**config.mk**
```make
export PLATFORM = sky130hd
export DESIGN_NAME = config_text_tokenizer_top
export DESIGN_NICKNAME = d
export VERILOG_FILES = /design/src/rtl/ctt_pkg.sv /design/src/rtl/config_text_tokenizer_top.sv /design/src/rtl/ctt_front.sv /design/src/rtl/ctt_queue.sv /design/src/rtl/ctt_back.sv
export SDC_FILE = /design/constraint.sdc
export NUM_CORES = 1
export LEC_CHECK = 0
export BUFFER_PORTS_ARGS = -buffer_cell sky130_fd_sc_hd__buf_2
export CAP_MARGIN = 20
export CORE_MARGIN = 5
export CORE_UTILIZATION = 40
export DETAILED_ROUTE_END_ITERATION = 16
export GPL_ROUTABILITY_DRIVEN = 1
export PLACE_DENSITY = 0.51
export RECOVER_POWER = 25
export SLEW_MARGIN = 20
export SYNTH_ARGS = -nofsm -noshare
export SYNTH_HDL_FRONTEND = slang
export SYNTH_SLANG_ARGS = --single-unit
```
**constraint.sdc**
```tcl
create_clock -name clk -period 6.5 [get_ports clk]
set_input_delay 0.325 -clock clk [delete_from_list [all_inputs] [get_ports clk]]
set_output_delay 0.325 -clock clk [all_outputs]
set_load 0.005 [all_outputs]
```
**src/rtl/ctt_pkg.sv**
```systemverilog
// Shared types, constants and helpers for the configuration text tokenizer
`timescale 1ns / 1ps

package ctt_pkg;

  localparam int POS_BITS = 16;
  localparam int QDEPTH = 4;
  localparam int QPTR_BITS = $clog2(QDEPTH);
  localparam int OUT_TDATA_W = 56;

  localparam logic [POS_BITS-1:0] POS_MAX = {POS_BITS{1'b1}};
  localparam logic [POS_BITS-1:0] POS_ONE = POS_BITS'(1);

  localparam logic [3:0] K_LBRACE   = 4'd0;
  localparam logic [3:0] K_RBRACE   = 4'd1;
  localparam logic [3:0] K_LBRACKET = 4'd2;
  localparam logic [3:0] K_RBRACKET = 4'd3;
  localparam logic [3:0] K_EQUALS   = 4'd4;
  localparam logic [3:0] K_COMMA    = 4'd5;
  localparam logic [3:0] K_INT      = 4'd6;
  localparam logic [3:0] K_STRING   = 4'd7;
  localparam logic [3:0] K_IDENT    = 4'd8;
  localparam logic [3:0] K_NEWLINE  = 4'd9;
  localparam logic [3:0] K_COMMENT  = 4'd10;
  localparam logic [3:0] K_WS       = 4'd11;
  localparam logic [3:0] K_EOF      = 4'd12;

  localparam logic [1:0] ERR_NONE    = 2'd0;
  localparam logic [1:0] ERR_STRING  = 2'd1;
  localparam logic [1:0] ERR_SIGN    = 2'd2;
  localparam logic [1:0] ERR_INVALID = 2'd3;

  localparam logic [7:0] CH_NUL      = 8'h00;
  localparam logic [7:0] CH_TAB      = 8'h09;
  localparam logic [7:0] CH_NL       = 8'h0A;
  localparam logic [7:0] CH_SPACE    = 8'h20;
  localparam logic [7:0] CH_DQUOTE   = 8'h22;
  localparam logic [7:0] CH_HASH     = 8'h23;
  localparam logic [7:0] CH_PLUS     = 8'h2B;
  localparam logic [7:0] CH_COMMA    = 8'h2C;
  localparam logic [7:0] CH_MINUS    = 8'h2D;
  localparam logic [7:0] CH_0        = 8'h30;
  localparam logic [7:0] CH_9        = 8'h39;
  localparam logic [7:0] CH_EQUALS   = 8'h3D;
  localparam logic [7:0] CH_UA       = 8'h41;
  localparam logic [7:0] CH_UZ       = 8'h5A;
  localparam logic [7:0] CH_LBRACKET = 8'h5B;
  localparam logic [7:0] CH_BSLASH   = 8'h5C;
  localparam logic [7:0] CH_RBRACKET = 8'h5D;
  localparam logic [7:0] CH_USCORE   = 8'h5F;
  localparam logic [7:0] CH_LA       = 8'h61;
  localparam logic [7:0] CH_LZ       = 8'h7A;
  localparam logic [7:0] CH_LBRACE   = 8'h7B;
  localparam logic [7:0] CH_RBRACE   = 8'h7D;

  typedef struct packed {
    logic [3:0]  kind;
    logic [1:0]  err;
    logic [15:0] line;
    logic [15:0] col;
    logic [15:0] len;
    logic        last;
  } tok_t;

  typedef struct packed {
    logic two;
    tok_t r0;
    tok_t r1;
  } evt_t;

  function automatic logic [15:0] pos_out(input logic [POS_BITS-1:0] p);
    logic [POS_BITS+15:0] w;
    w = {16'd0, p};
    return w[15:0];
  endfunction

endpackage

```
**src/rtl/config_text_tokenizer_top.sv**
```systemverilog
// A byte's results are registered in the event queue, then in the output register.
// One byte per cycle in while the queue is not full; one result per cycle out
// while out_tready allows, so a byte giving two results sends them in turn,
// absorbed by a 4-entry event queue between the lexer and the output register.
// Reset (synchronous, rst_n low) empties the queue and output, returns the
// lexer to line 1 column 1 between tokens, and clears skip_trivia.
`timescale 1ns / 1ps

module config_text_tokenizer_top (
  input  logic                            clk,
  input  logic                            rst_n,
  input  logic                            cfg_wr_en,
  input  logic                            cfg_wr_data,
  input  logic                            in_tvalid,
  output logic                            in_tready,
  input  logic [7:0]                      in_tdata,   // data_byte
  input  logic [0:0]                      in_tuser,   // end_mark
  output logic                            out_tvalid,
  input  logic                            out_tready,
  // error_code, start_line, start_col, lexeme_length, zero fill
  output logic [ctt_pkg::OUT_TDATA_W-1:0] out_tdata,
  output logic [3:0]                      out_tuser,  // token_kind
  output logic                            out_tlast
);

  logic          q_full, evt_valid, q_valid, q_pop;
  ctt_pkg::evt_t evt, q_data;
  ctt_pkg::tok_t out_tok;

  ctt_front u_front (
    .clk         (clk),
    .rst_n       (rst_n),
    .cfg_wr_en   (cfg_wr_en),
    .cfg_wr_data (cfg_wr_data),
    .in_valid    (in_tvalid),
    .in_ready    (in_tready),
    .data_byte   (in_tdata),
    .end_mark    (in_tuser[0]),
    .q_full      (q_full),
    .evt_valid   (evt_valid),
    .evt         (evt)
  );

  ctt_queue u_queue (
    .clk       (clk),
    .rst_n     (rst_n),
    .push      (evt_valid),
    .push_data (evt),
    .full      (q_full),
    .pop       (q_pop),
    .q_valid   (q_valid),
    .q_data    (q_data)
  );

  ctt_back u_back (
    .clk       (clk),
    .rst_n     (rst_n),
    .q_valid   (q_valid),
    .q_data    (q_data),
    .q_pop     (q_pop),
    .out_valid (out_tvalid),
    .out_ready (out_tready),
    .out_tok   (out_tok)
  );

  assign out_tdata = {6'd0, out_tok.len, out_tok.col, out_tok.line, out_tok.err};
  assign out_tuser = out_tok.kind;
  assign out_tlast = out_tok.last;

endmodule

```
**src/rtl/ctt_front.sv**
```systemverilog
// Front end: accepts bytes, runs the lexer state machine, forms result events
`timescale 1ns / 1ps

module ctt_front (
  input  logic              clk,
  input  logic              rst_n,
  input  logic              cfg_wr_en,
  input  logic              cfg_wr_data,
  input  logic              in_valid,
  output logic              in_ready,
  input  logic [7:0]        data_byte,
  input  logic              end_mark,
  input  logic              q_full,
  output logic              evt_valid,
  output ctt_pkg::evt_t     evt
);

  localparam logic [3:0] M_IDLE    = 4'd0;
  localparam logic [3:0] M_STR     = 4'd1;
  localparam logic [3:0] M_ESC     = 4'd2;
  localparam logic [3:0] M_SIGN    = 4'd3;
  localparam logic [3:0] M_INT     = 4'd4;
  localparam logic [3:0] M_COMMENT = 4'd5;
  localparam logic [3:0] M_WS      = 4'd6;
  localparam logic [3:0] M_IDENT   = 4'd7;
  localparam logic [3:0] M_HALT    = 4'd8;

  logic [3:0]                   mode_r, mode_nxt;
  logic [ctt_pkg::POS_BITS-1:0] cur_line_r, cur_line_nxt, cur_col_r, cur_col_nxt;
  logic [ctt_pkg::POS_BITS-1:0] tok_line_r, tok_line_nxt, tok_col_r, tok_col_nxt;
  logic [ctt_pkg::POS_BITS-1:0] adv_line, adv_col;
  logic [15:0]                  tok_len_r, tok_len_nxt, sat_len;
  logic [16:0]                  len_sum;
  logic [1:0]                   len_inc;
  logic                         skip_r;
  logic                         acc, is_end, is_dig, is_idc, is_nl, is_blank;
  logic                         st_em;
  logic [3:0]                   st_kind, st_mode;
  logic [1:0]                   st_err;
  logic [15:0]                  st_len;
  logic                         ema, emb, ema_k, emb_k, do_start;
  logic [3:0]                   ka, kb;
  logic [1:0]                   ea, eb;
  logic [15:0]                  lb;
  ctt_pkg::tok_t                ra, rb;

  function automatic logic keep(input logic [3:0] k, input logic [1:0] e, input logic s);
    return (e != ctt_pkg::ERR_NONE) ||
           !(s && (k == ctt_pkg::K_WS || k == ctt_pkg::K_COMMENT ||
                   k == ctt_pkg::K_NEWLINE));
  endfunction

  function automatic ctt_pkg::tok_t mk_tok(input logic [3:0] k, input logic [1:0] e,
                                           input logic [ctt_pkg::POS_BITS-1:0] l,
                                           input logic [ctt_pkg::POS_BITS-1:0] c,
                                           input logic [15:0] n);
    ctt_pkg::tok_t t;
    t.kind = (e != ctt_pkg::ERR_NONE) ? 4'd0 : k;
    t.err  = e;
    t.line = ctt_pkg::pos_out(l);
    t.col  = ctt_pkg::pos_out(c);
    t.len  = n;
    t.last = 1'b0;
    return t;
  endfunction

  assign in_ready = !q_full;
  assign acc      = in_valid && !q_full;

  assign is_end   = end_mark || (data_byte == ctt_pkg::CH_NUL);
  assign is_dig   = (data_byte >= ctt_pkg::CH_0) && (data_byte <= ctt_pkg::CH_9);
  assign is_idc   = ((data_byte >= ctt_pkg::CH_LA) && (data_byte <= ctt_pkg::CH_LZ)) ||
                    ((data_byte >= ctt_pkg::CH_UA) && (data_byte <= ctt_pkg::CH_UZ)) ||
                    is_dig || (data_byte == ctt_pkg::CH_USCORE);
  assign is_nl    = (data_byte == ctt_pkg::CH_NL);
  assign is_blank = (data_byte == ctt_pkg::CH_SPACE) || (data_byte == ctt_pkg::CH_TAB);

  assign adv_line = !is_nl ? cur_line_r :
                    (cur_line_r == ctt_pkg::POS_MAX) ? cur_line_r : cur_line_r + ctt_pkg::POS_ONE;
  assign adv_col  = is_nl ? ctt_pkg::POS_ONE :
                    (cur_col_r == ctt_pkg::POS_MAX) ? cur_col_r : cur_col_r + ctt_pkg::POS_ONE;

  assign len_inc  = (mode_r == M_ESC && data_byte != ctt_pkg::CH_DQUOTE) ? 2'd2 : 2'd1;
  assign len_sum  = {1'b0, tok_len_r} + 17'(len_inc);
  assign sat_len  = len_sum[16] ? 16'hFFFF : len_sum[15:0];

  always_comb begin
    st_em   = 1'b1;
    st_kind = ctt_pkg::K_LBRACE;
    st_err  = ctt_pkg::ERR_NONE;
    st_len  = 16'd1;
    st_mode = M_IDLE;
    unique case (data_byte) inside
      ctt_pkg::CH_LBRACE:   st_kind = ctt_pkg::K_LBRACE;
      ctt_pkg::CH_RBRACE:   st_kind = ctt_pkg::K_RBRACE;
      ctt_pkg::CH_LBRACKET: st_kind = ctt_pkg::K_LBRACKET;
      ctt_pkg::CH_RBRACKET: st_kind = ctt_pkg::K_RBRACKET;
      ctt_pkg::CH_EQUALS:   st_kind = ctt_pkg::K_EQUALS;
      ctt_pkg::CH_COMMA:    st_kind = ctt_pkg::K_COMMA;
      ctt_pkg::CH_NL:       st_kind = ctt_pkg::K_NEWLINE;
      ctt_pkg::CH_DQUOTE: begin
        st_em   = 1'b0;
        st_len  = 16'd0;
        st_mode = M_STR;
      end
      ctt_pkg::CH_MINUS, ctt_pkg::CH_PLUS: begin
        st_em   = 1'b0;
        st_mode = M_SIGN;
      end
      ctt_pkg::CH_HASH: begin
        st_em   = 1'b0;
        st_mode = M_COMMENT;
      end
      ctt_pkg::CH_SPACE, ctt_pkg::CH_TAB: begin
        st_em   = 1'b0;
        st_mode = M_WS;
      end
      default: begin
        if (is_dig) begin
          st_em   = 1'b0;
          st_mode = M_INT;
        end else if (is_idc) begin
          st_em   = 1'b0;
          st_mode = M_IDENT;
        end else begin
          st_err  = ctt_pkg::ERR_INVALID;
          st_len  = 16'd0;
          st_mode = M_HALT;
        end
      end
    endcase
  end

  always_comb begin
    mode_nxt     = mode_r;
    cur_line_nxt = cur_line_r;
    cur_col_nxt  = cur_col_r;
    tok_line_nxt = tok_line_r;
    tok_col_nxt  = tok_col_r;
    tok_len_nxt  = tok_len_r;
    ema          = 1'b0;
    emb          = 1'b0;
    ka           = ctt_pkg::K_LBRACE;
    kb           = ctt_pkg::K_LBRACE;
    ea           = ctt_pkg::ERR_NONE;
    eb           = ctt_pkg::ERR_NONE;
    lb           = 16'd0;
    do_start     = 1'b0;
    if (is_end) begin
      unique case (mode_r)
        M_STR, M_ESC: begin
          ema = 1'b1;
          ea  = ctt_pkg::ERR_STRING;
        end
        M_SIGN: begin
          ema = 1'b1;
          ea  = ctt_pkg::ERR_SIGN;
        end
        M_INT: begin
          ema = 1'b1;
          ka  = ctt_pkg::K_INT;
        end
        M_COMMENT: begin
          ema = 1'b1;
          ka  = ctt_pkg::K_COMMENT;
        end
        M_WS: begin
          ema = 1'b1;
          ka  = ctt_pkg::K_WS;
        end
        M_IDENT: begin
          ema = 1'b1;
          ka  = ctt_pkg::K_IDENT;
        end
        default: ema = 1'b0;
      endcase
      if (mode_r == M_IDLE || mode_r == M_INT || mode_r == M_COMMENT ||
          mode_r == M_WS || mode_r == M_IDENT) begin
        emb = 1'b1;
        kb  = ctt_pkg::K_EOF;
      end
      mode_nxt     = M_IDLE;
      cur_line_nxt = ctt_pkg::POS_ONE;
      cur_col_nxt  = ctt_pkg::POS_ONE;
      tok_line_nxt = ctt_pkg::POS_ONE;
      tok_col_nxt  = ctt_pkg::POS_ONE;
      tok_len_nxt  = 16'd0;
    end else begin
      if (mode_r != M_HALT) begin
        cur_line_nxt = adv_line;
        cur_col_nxt  = adv_col;
      end
      unique case (mode_r)
        M_IDLE: do_start = 1'b1;
        M_STR: begin
          if (data_byte == ctt_pkg::CH_BSLASH) begin
            mode_nxt = M_ESC;
          end else if (data_byte == ctt_pkg::CH_DQUOTE) begin
            ema      = 1'b1;
            ka       = ctt_pkg::K_STRING;
            mode_nxt = M_IDLE;
          end else begin
            tok_len_nxt = sat_len;
          end
        end
        M_ESC: begin
          tok_len_nxt = sat_len;
          mode_nxt    = M_STR;
        end
        M_SIGN: begin
          if (is_dig) begin
            tok_len_nxt = sat_len;
            mode_nxt    = M_INT;
          end else begin
            ema      = 1'b1;
            ea       = ctt_pkg::ERR_SIGN;
            mode_nxt = M_HALT;
          end
        end
        M_INT: begin
          if (is_dig) begin
            tok_len_nxt = sat_len;
          end else begin
            ema      = 1'b1;
            ka       = ctt_pkg::K_INT;
            do_start = 1'b1;
          end
        end
        M_COMMENT: begin
          if (!is_nl) begin
            tok_len_nxt = sat_len;
          end else begin
            ema      = 1'b1;
            ka       = ctt_pkg::K_COMMENT;
            do_start = 1'b1;
          end
        end
        M_WS: begin
          if (is_blank) begin
            tok_len_nxt = sat_len;
          end else begin
            ema      = 1'b1;
            ka       = ctt_pkg::K_WS;
            do_start = 1'b1;
          end
        end
        M_IDENT: begin
          if (is_idc) begin
            tok_len_nxt = sat_len;
          end else begin
            ema      = 1'b1;
            ka       = ctt_pkg::K_IDENT;
            do_start = 1'b1;
          end
        end
        default: mode_nxt = M_HALT;
      endcase
      if (do_start) begin
        tok_line_nxt = cur_line_r;
        tok_col_nxt  = cur_col_r;
        tok_len_nxt  = st_len;
        mode_nxt     = st_mode;
        emb          = st_em;
        kb           = st_kind;
        eb           = st_err;
        lb           = st_len;
      end
    end
  end

  assign ema_k = ema && keep(ka, ea, skip_r);
  assign emb_k = emb && keep(kb, eb, skip_r);

  always_comb begin
    ra        = mk_tok(ka, ea, tok_line_r, tok_col_r, tok_len_r);
    rb        = mk_tok(kb, eb, cur_line_r, cur_col_r, lb);
    evt.two   = ema_k && emb_k;
    evt.r0    = ema_k ? ra : rb;
    evt.r0.last = !(ema_k && emb_k);
    evt.r1    = rb;
    evt.r1.last = 1'b1;
  end

  assign evt_valid = acc && (ema_k || emb_k);

  always_ff @(posedge clk) begin
    if (!rst_n) begin
      mode_r     <= M_IDLE;
      cur_line_r <= ctt_pkg::POS_ONE;
      cur_col_r  <= ctt_pkg::POS_ONE;
      tok_line_r <= ctt_pkg::POS_ONE;
      tok_col_r  <= ctt_pkg::POS_ONE;
      tok_len_r  <= 16'd0;
      skip_r     <= 1'b0;
    end else begin
      if (acc) begin
        mode_r     <= mode_nxt;
        cur_line_r <= cur_line_nxt;
        cur_col_r  <= cur_col_nxt;
        tok_line_r <= tok_line_nxt;
        tok_col_r  <= tok_col_nxt;
        tok_len_r  <= tok_len_nxt;
      end
      if (cfg_wr_en) begin
        skip_r <= cfg_wr_data;
      end
    end
  end

endmodule

```
**src/rtl/ctt_queue.sv**
```systemverilog
// Event queue between the lexer front end and the result back end
`timescale 1ns / 1ps

module ctt_queue (
  input  logic          clk,
  input  logic          rst_n,
  input  logic          push,
  input  ctt_pkg::evt_t push_data,
  output logic          full,
  input  logic          pop,
  output logic          q_valid,
  output ctt_pkg::evt_t q_data
);

  localparam logic [ctt_pkg::QPTR_BITS:0] CNT_FULL = (ctt_pkg::QPTR_BITS+1)'(ctt_pkg::QDEPTH);

  ctt_pkg::evt_t                mem [ctt_pkg::QDEPTH];
  logic [ctt_pkg::QPTR_BITS-1:0] wr_ptr_r, rd_ptr_r;
  logic [ctt_pkg::QPTR_BITS:0]   cnt_r;

  assign full    = (cnt_r == CNT_FULL);
  assign q_valid = (cnt_r != '0);
  assign q_data  = mem[rd_ptr_r];

  always_ff @(posedge clk) begin
    if (push) begin
      mem[wr_ptr_r] <= push_data;
    end
  end

  always_ff @(posedge clk) begin
    if (!rst_n) begin
      wr_ptr_r <= '0;
      rd_ptr_r <= '0;
      cnt_r    <= '0;
    end else begin
      if (push) begin
        wr_ptr_r <= wr_ptr_r + 1'b1;
      end
      if (pop) begin
        rd_ptr_r <= rd_ptr_r + 1'b1;
      end
      case ({push, pop})
        2'b10:   cnt_r <= cnt_r + 1'b1;
        2'b01:   cnt_r <= cnt_r - 1'b1;
        default: cnt_r <= cnt_r;
      endcase
    end
  end

endmodule

```
**src/rtl/ctt_back.sv**
```systemverilog
// Back end: splits queued events into single results behind an output register
`timescale 1ns / 1ps

module ctt_back (
  input  logic          clk,
  input  logic          rst_n,
  input  logic          q_valid,
  input  ctt_pkg::evt_t q_data,
  output logic          q_pop,
  output logic          out_valid,
  input  logic          out_ready,
  output ctt_pkg::tok_t out_tok
);

  logic          out_valid_r, out_valid_nxt, pend_v_r, pend_v_nxt, load;
  ctt_pkg::tok_t out_r, out_nxt, pend_r, pend_nxt;

  assign load  = !out_valid_r || out_ready;
  assign q_pop = load && !pend_v_r && q_valid;

  always_comb begin
    out_valid_nxt = out_valid_r;
    out_nxt       = out_r;
    pend_v_nxt    = pend_v_r;
    pend_nxt      = pend_r;
    if (load) begin
      if (pend_v_r) begin
        out_valid_nxt = 1'b1;
        out_nxt       = pend_r;
        pend_v_nxt    = 1'b0;
      end else if (q_valid) begin
        out_valid_nxt = 1'b1;
        out_nxt       = q_data.r0;
        pend_v_nxt    = q_data.two;
        pend_nxt      = q_data.r1;
      end else begin
        out_valid_nxt = 1'b0;
      end
    end
  end

  always_ff @(posedge clk) begin
    if (!rst_n) begin
      out_valid_r <= 1'b0;
      pend_v_r    <= 1'b0;
    end else begin
      out_valid_r <= out_valid_nxt;
      pend_v_r    <= pend_v_nxt;
    end
  end

  always_ff @(posedge clk) begin
    out_r  <= out_nxt;
    pend_r <= pend_nxt;
  end

  assign out_valid = out_valid_r;
  assign out_tok   = out_r;

endmodule

```
==> flow_metrics.env <==
export IMPL_dr_pass1_iters=5
export IMPL_grt_start_max_net_pins=74
export IMPL_async_flop_share_pct=0
export IMPL_cts_tree="done"
export IMPL_hold_violations=0
export IMPL_drv_cap=4
export IMPL_skew_ns=0.0268
export IMPL_total_leakage_power_nw=8.36
export IMPL_area_growth_pct=13.5
export IMPL_antenna_diode_count=0
export IMPL_crit_path_end_kind="flop"
export IMPL_layout_min_cycle_time_ns=4.36
export IMPL_tightest_slew_ns=3.27
export IMPL_crit_type="reg2reg"
export IMPL_die_w_um=248
export IMPL_rsz0062_at_grt="false"
export IMPL_min_period_over_period_pct=67.1
export IMPL_io_buffers=71
export IMPL_ios=78
export IMPL_failed_checks="max-capacitance violations, max-slew violations"
export IMPL_yosys_area_top_type="edfxtp_1"
export IMPL_first_iter_violations=727
export IMPL_final_util_pct=45.8
export IMPL_holdWs_ns=0.136
export IMPL_grt_pass1_vias=12532
export IMPL_ys_types=85
export IMPL_syn_area_mm2=0.0227
export IMPL_insertion_delay_ns=0.62
export IMPL_dp_hpwl_mm=28.1
export IMPL_vias_per_cell=5.37
export IMPL_synthCells=1369
export IMPL_clockBufferDepth=3
export IMPL_yosysSeqAreaShare_pct=70.4
export IMPL_postCtsSetupBuffers=0
export IMPL_finalSetupTns_ns=0
export IMPL_grt_pass1_wl_mm=77.9
export IMPL_multiInputGateArea_mm2=0.00634
export IMPL_die_area_mm2=0.0617
export IMPL_avgSynthCellArea_um2=16.6
export IMPL_synth_top_cell_area_share_pct=61.9
export IMPL_fill_cells=5036
export IMPL_relSlewSlack_pct=-118
export IMPL_num_rows=87
export IMPL_die_h_um=248
export IMPL_drc_errors=0
export IMPL_synth_main_ff_cell="edfxtp_1"
export IMPL_post_place_ws_ns=2.06
export IMPL_ys_ff_latch=565
export IMPL_final_antenna_net_count=0
export IMPL_root_buffer="clkbuf_16"
export IMPL_gp_congestion=0.808
export IMPL_h_tree_depth=2
export IMPL_routedWlPerCell_um=22.0
export IMPL_core_area_mm2=0.0564
export IMPL_regArea_mm2=0.0160
export IMPL_fmaxAchievable_mhz=229
export IMPL_drive_gt1_share_pct=22.4
export IMPL_overflow=0
export IMPL_arrival_ns=4.70
export IMPL_critPathRequiredTime_ns=6.84
export IMPL_synthTopCellsByArea="edfxtp_1 62%, mux4_2 9.3%, dfxtp_1 8.5%"
export IMPL_antenna_found_initial=0
export IMPL_hold_path_class="in2reg"
export IMPL_ys_warn_count=0
export IMPL_clkTransAtPathRegs_ns=0.06
export IMPL_start_util_pct=40.3
export IMPL_wl_mm=49.7
export IMPL_yosys_top_cells_count="469 x edfxtp_1, 96 x dfxtp_1, 94 x mux4_2"
export IMPL_nNetsFinal=1477
export IMPL_globalRouteTotalUtil_pct=16.0
export IMPL_power_density_mw_per_mm2=407
export IMPL_status="finished with violations"
export IMPL_ir_drop_mv=0.406
export IMPL_worst_slack_ns=2.14
export IMPL_setup_viol_count_final=0
export IMPL_num_vias=12115
export IMPL_synth_edf_count=469
export IMPL_synth_most_common_cell="edfxtp_1"
export IMPL_worstSetupStartpointType="flop"
export IMPL_cts_sinks=565
export IMPL_critPathMaxFanout=56
export IMPL_cts_buffers=59
export IMPL_drv_slew=180
## cell families after synthesis
family | share of synthesized area, %
xor+xnor | 1.16
simple gates | 7.29
mux | 13.1
flops | 70.4
buf+inv | 1.98
other cells | 0.0165
fa+ha+maj | 0.671
compound gates | 5.46
## flip-flops by register name, summed over array words and instances, names as in the netlist, 2 cells and up, named ones only
register / count
u_front.tok_len_r: 16
u_queue.rd_ptr_r: 2
u_queue.cnt_r: 3
u_front.mode_r: 4
u_back.out_tok: 55
u_front.tok_line_r: 16
u_queue.wr_ptr_r: 2
u_front.cur_line_r: 16
u_front.tok_col_r: 16
u_front.cur_col_r: 16
u_queue.mem: 376
u_back.pend_r: 38
## where the power goes
group / switching, mW / internal (mW)
sequential: 0.241 / 4.80
clock: 1.37 / 1.94
combinational: 1.23 / 0.923
total: 2.85 / 7.66
## timing repair
action	CTS	global route
endpoints found under the setup margin	0	0
resized for setup	0	0
endpoints found under the hold margin	1	0
hold buffers	2	0
## metrics by stage
stage | instances | power, mW | area [µm²]
3_5_place_dp | 2144 | 7.36 | 23900
5_1_grt | 2258 | 11.1 | 25800
6_report | 2258 | 10.5 | 25800
4_1_cts | 2258 | 10.7 | 25900
2_1_floorplan | 1374 | 6.50 | 22800
3_3_place_gp | 2144 | 7.35 | 23900
## critical path, cell delays in order (launching register included)
cell     delay [ns]
dfxtp_1        2.46
buf_4          0.86
mux4_2         0.40
mux2_2         0.31
## final timing paths
path / from / to / slack, ns / cells past startpoint
setup / recovery: flop / u_back.out_tok[30] / 2.14 / 3
hold / removal: rst_n / u_front.tok_col_r[0] / 0.14 / 2
setup reg to reg: flop / u_back.out_tok[30] / 2.14 / 3
hold reg to reg: u_queue.wr_ptr_r[1] / u_queue.wr_ptr_r[1] / 0.50 / 2
## metal layers
layer,vias up,wire [µm],track usage (%)
li1,5555,-,-
met1,6288,23100,22.6
met2,216,23800,26.1
met3,56,1920,3.05
met4,0,799,3.50
met5,-,0,0
## cell type report
class	count	share of cell area, %
clock buffer	77	6.22
clock inverter	35	1.22
inverter	24	0.349
multi-input combinational	711	24.6
sequential	565	62.0
tap	756	3.67
timing repair buffer	90	1.95
## layout by cell type, fill, tap and decap left out, types with 23 or more instances in the layout
cell type,n
edfxtp_1,469
dfxtp_1,95
mux4_2,94
nor2_1,88
mux2_2,65
nand2_1,60
clkbuf_16,60
clkbuf_1,46
buf_2,39
a22oi_1,35
a21oi_1,34
o21ai_0,32
nand3_1,28
nor2b_1,24
inv_1,23
No activity file was read; power rests on OpenSTA's default activity.
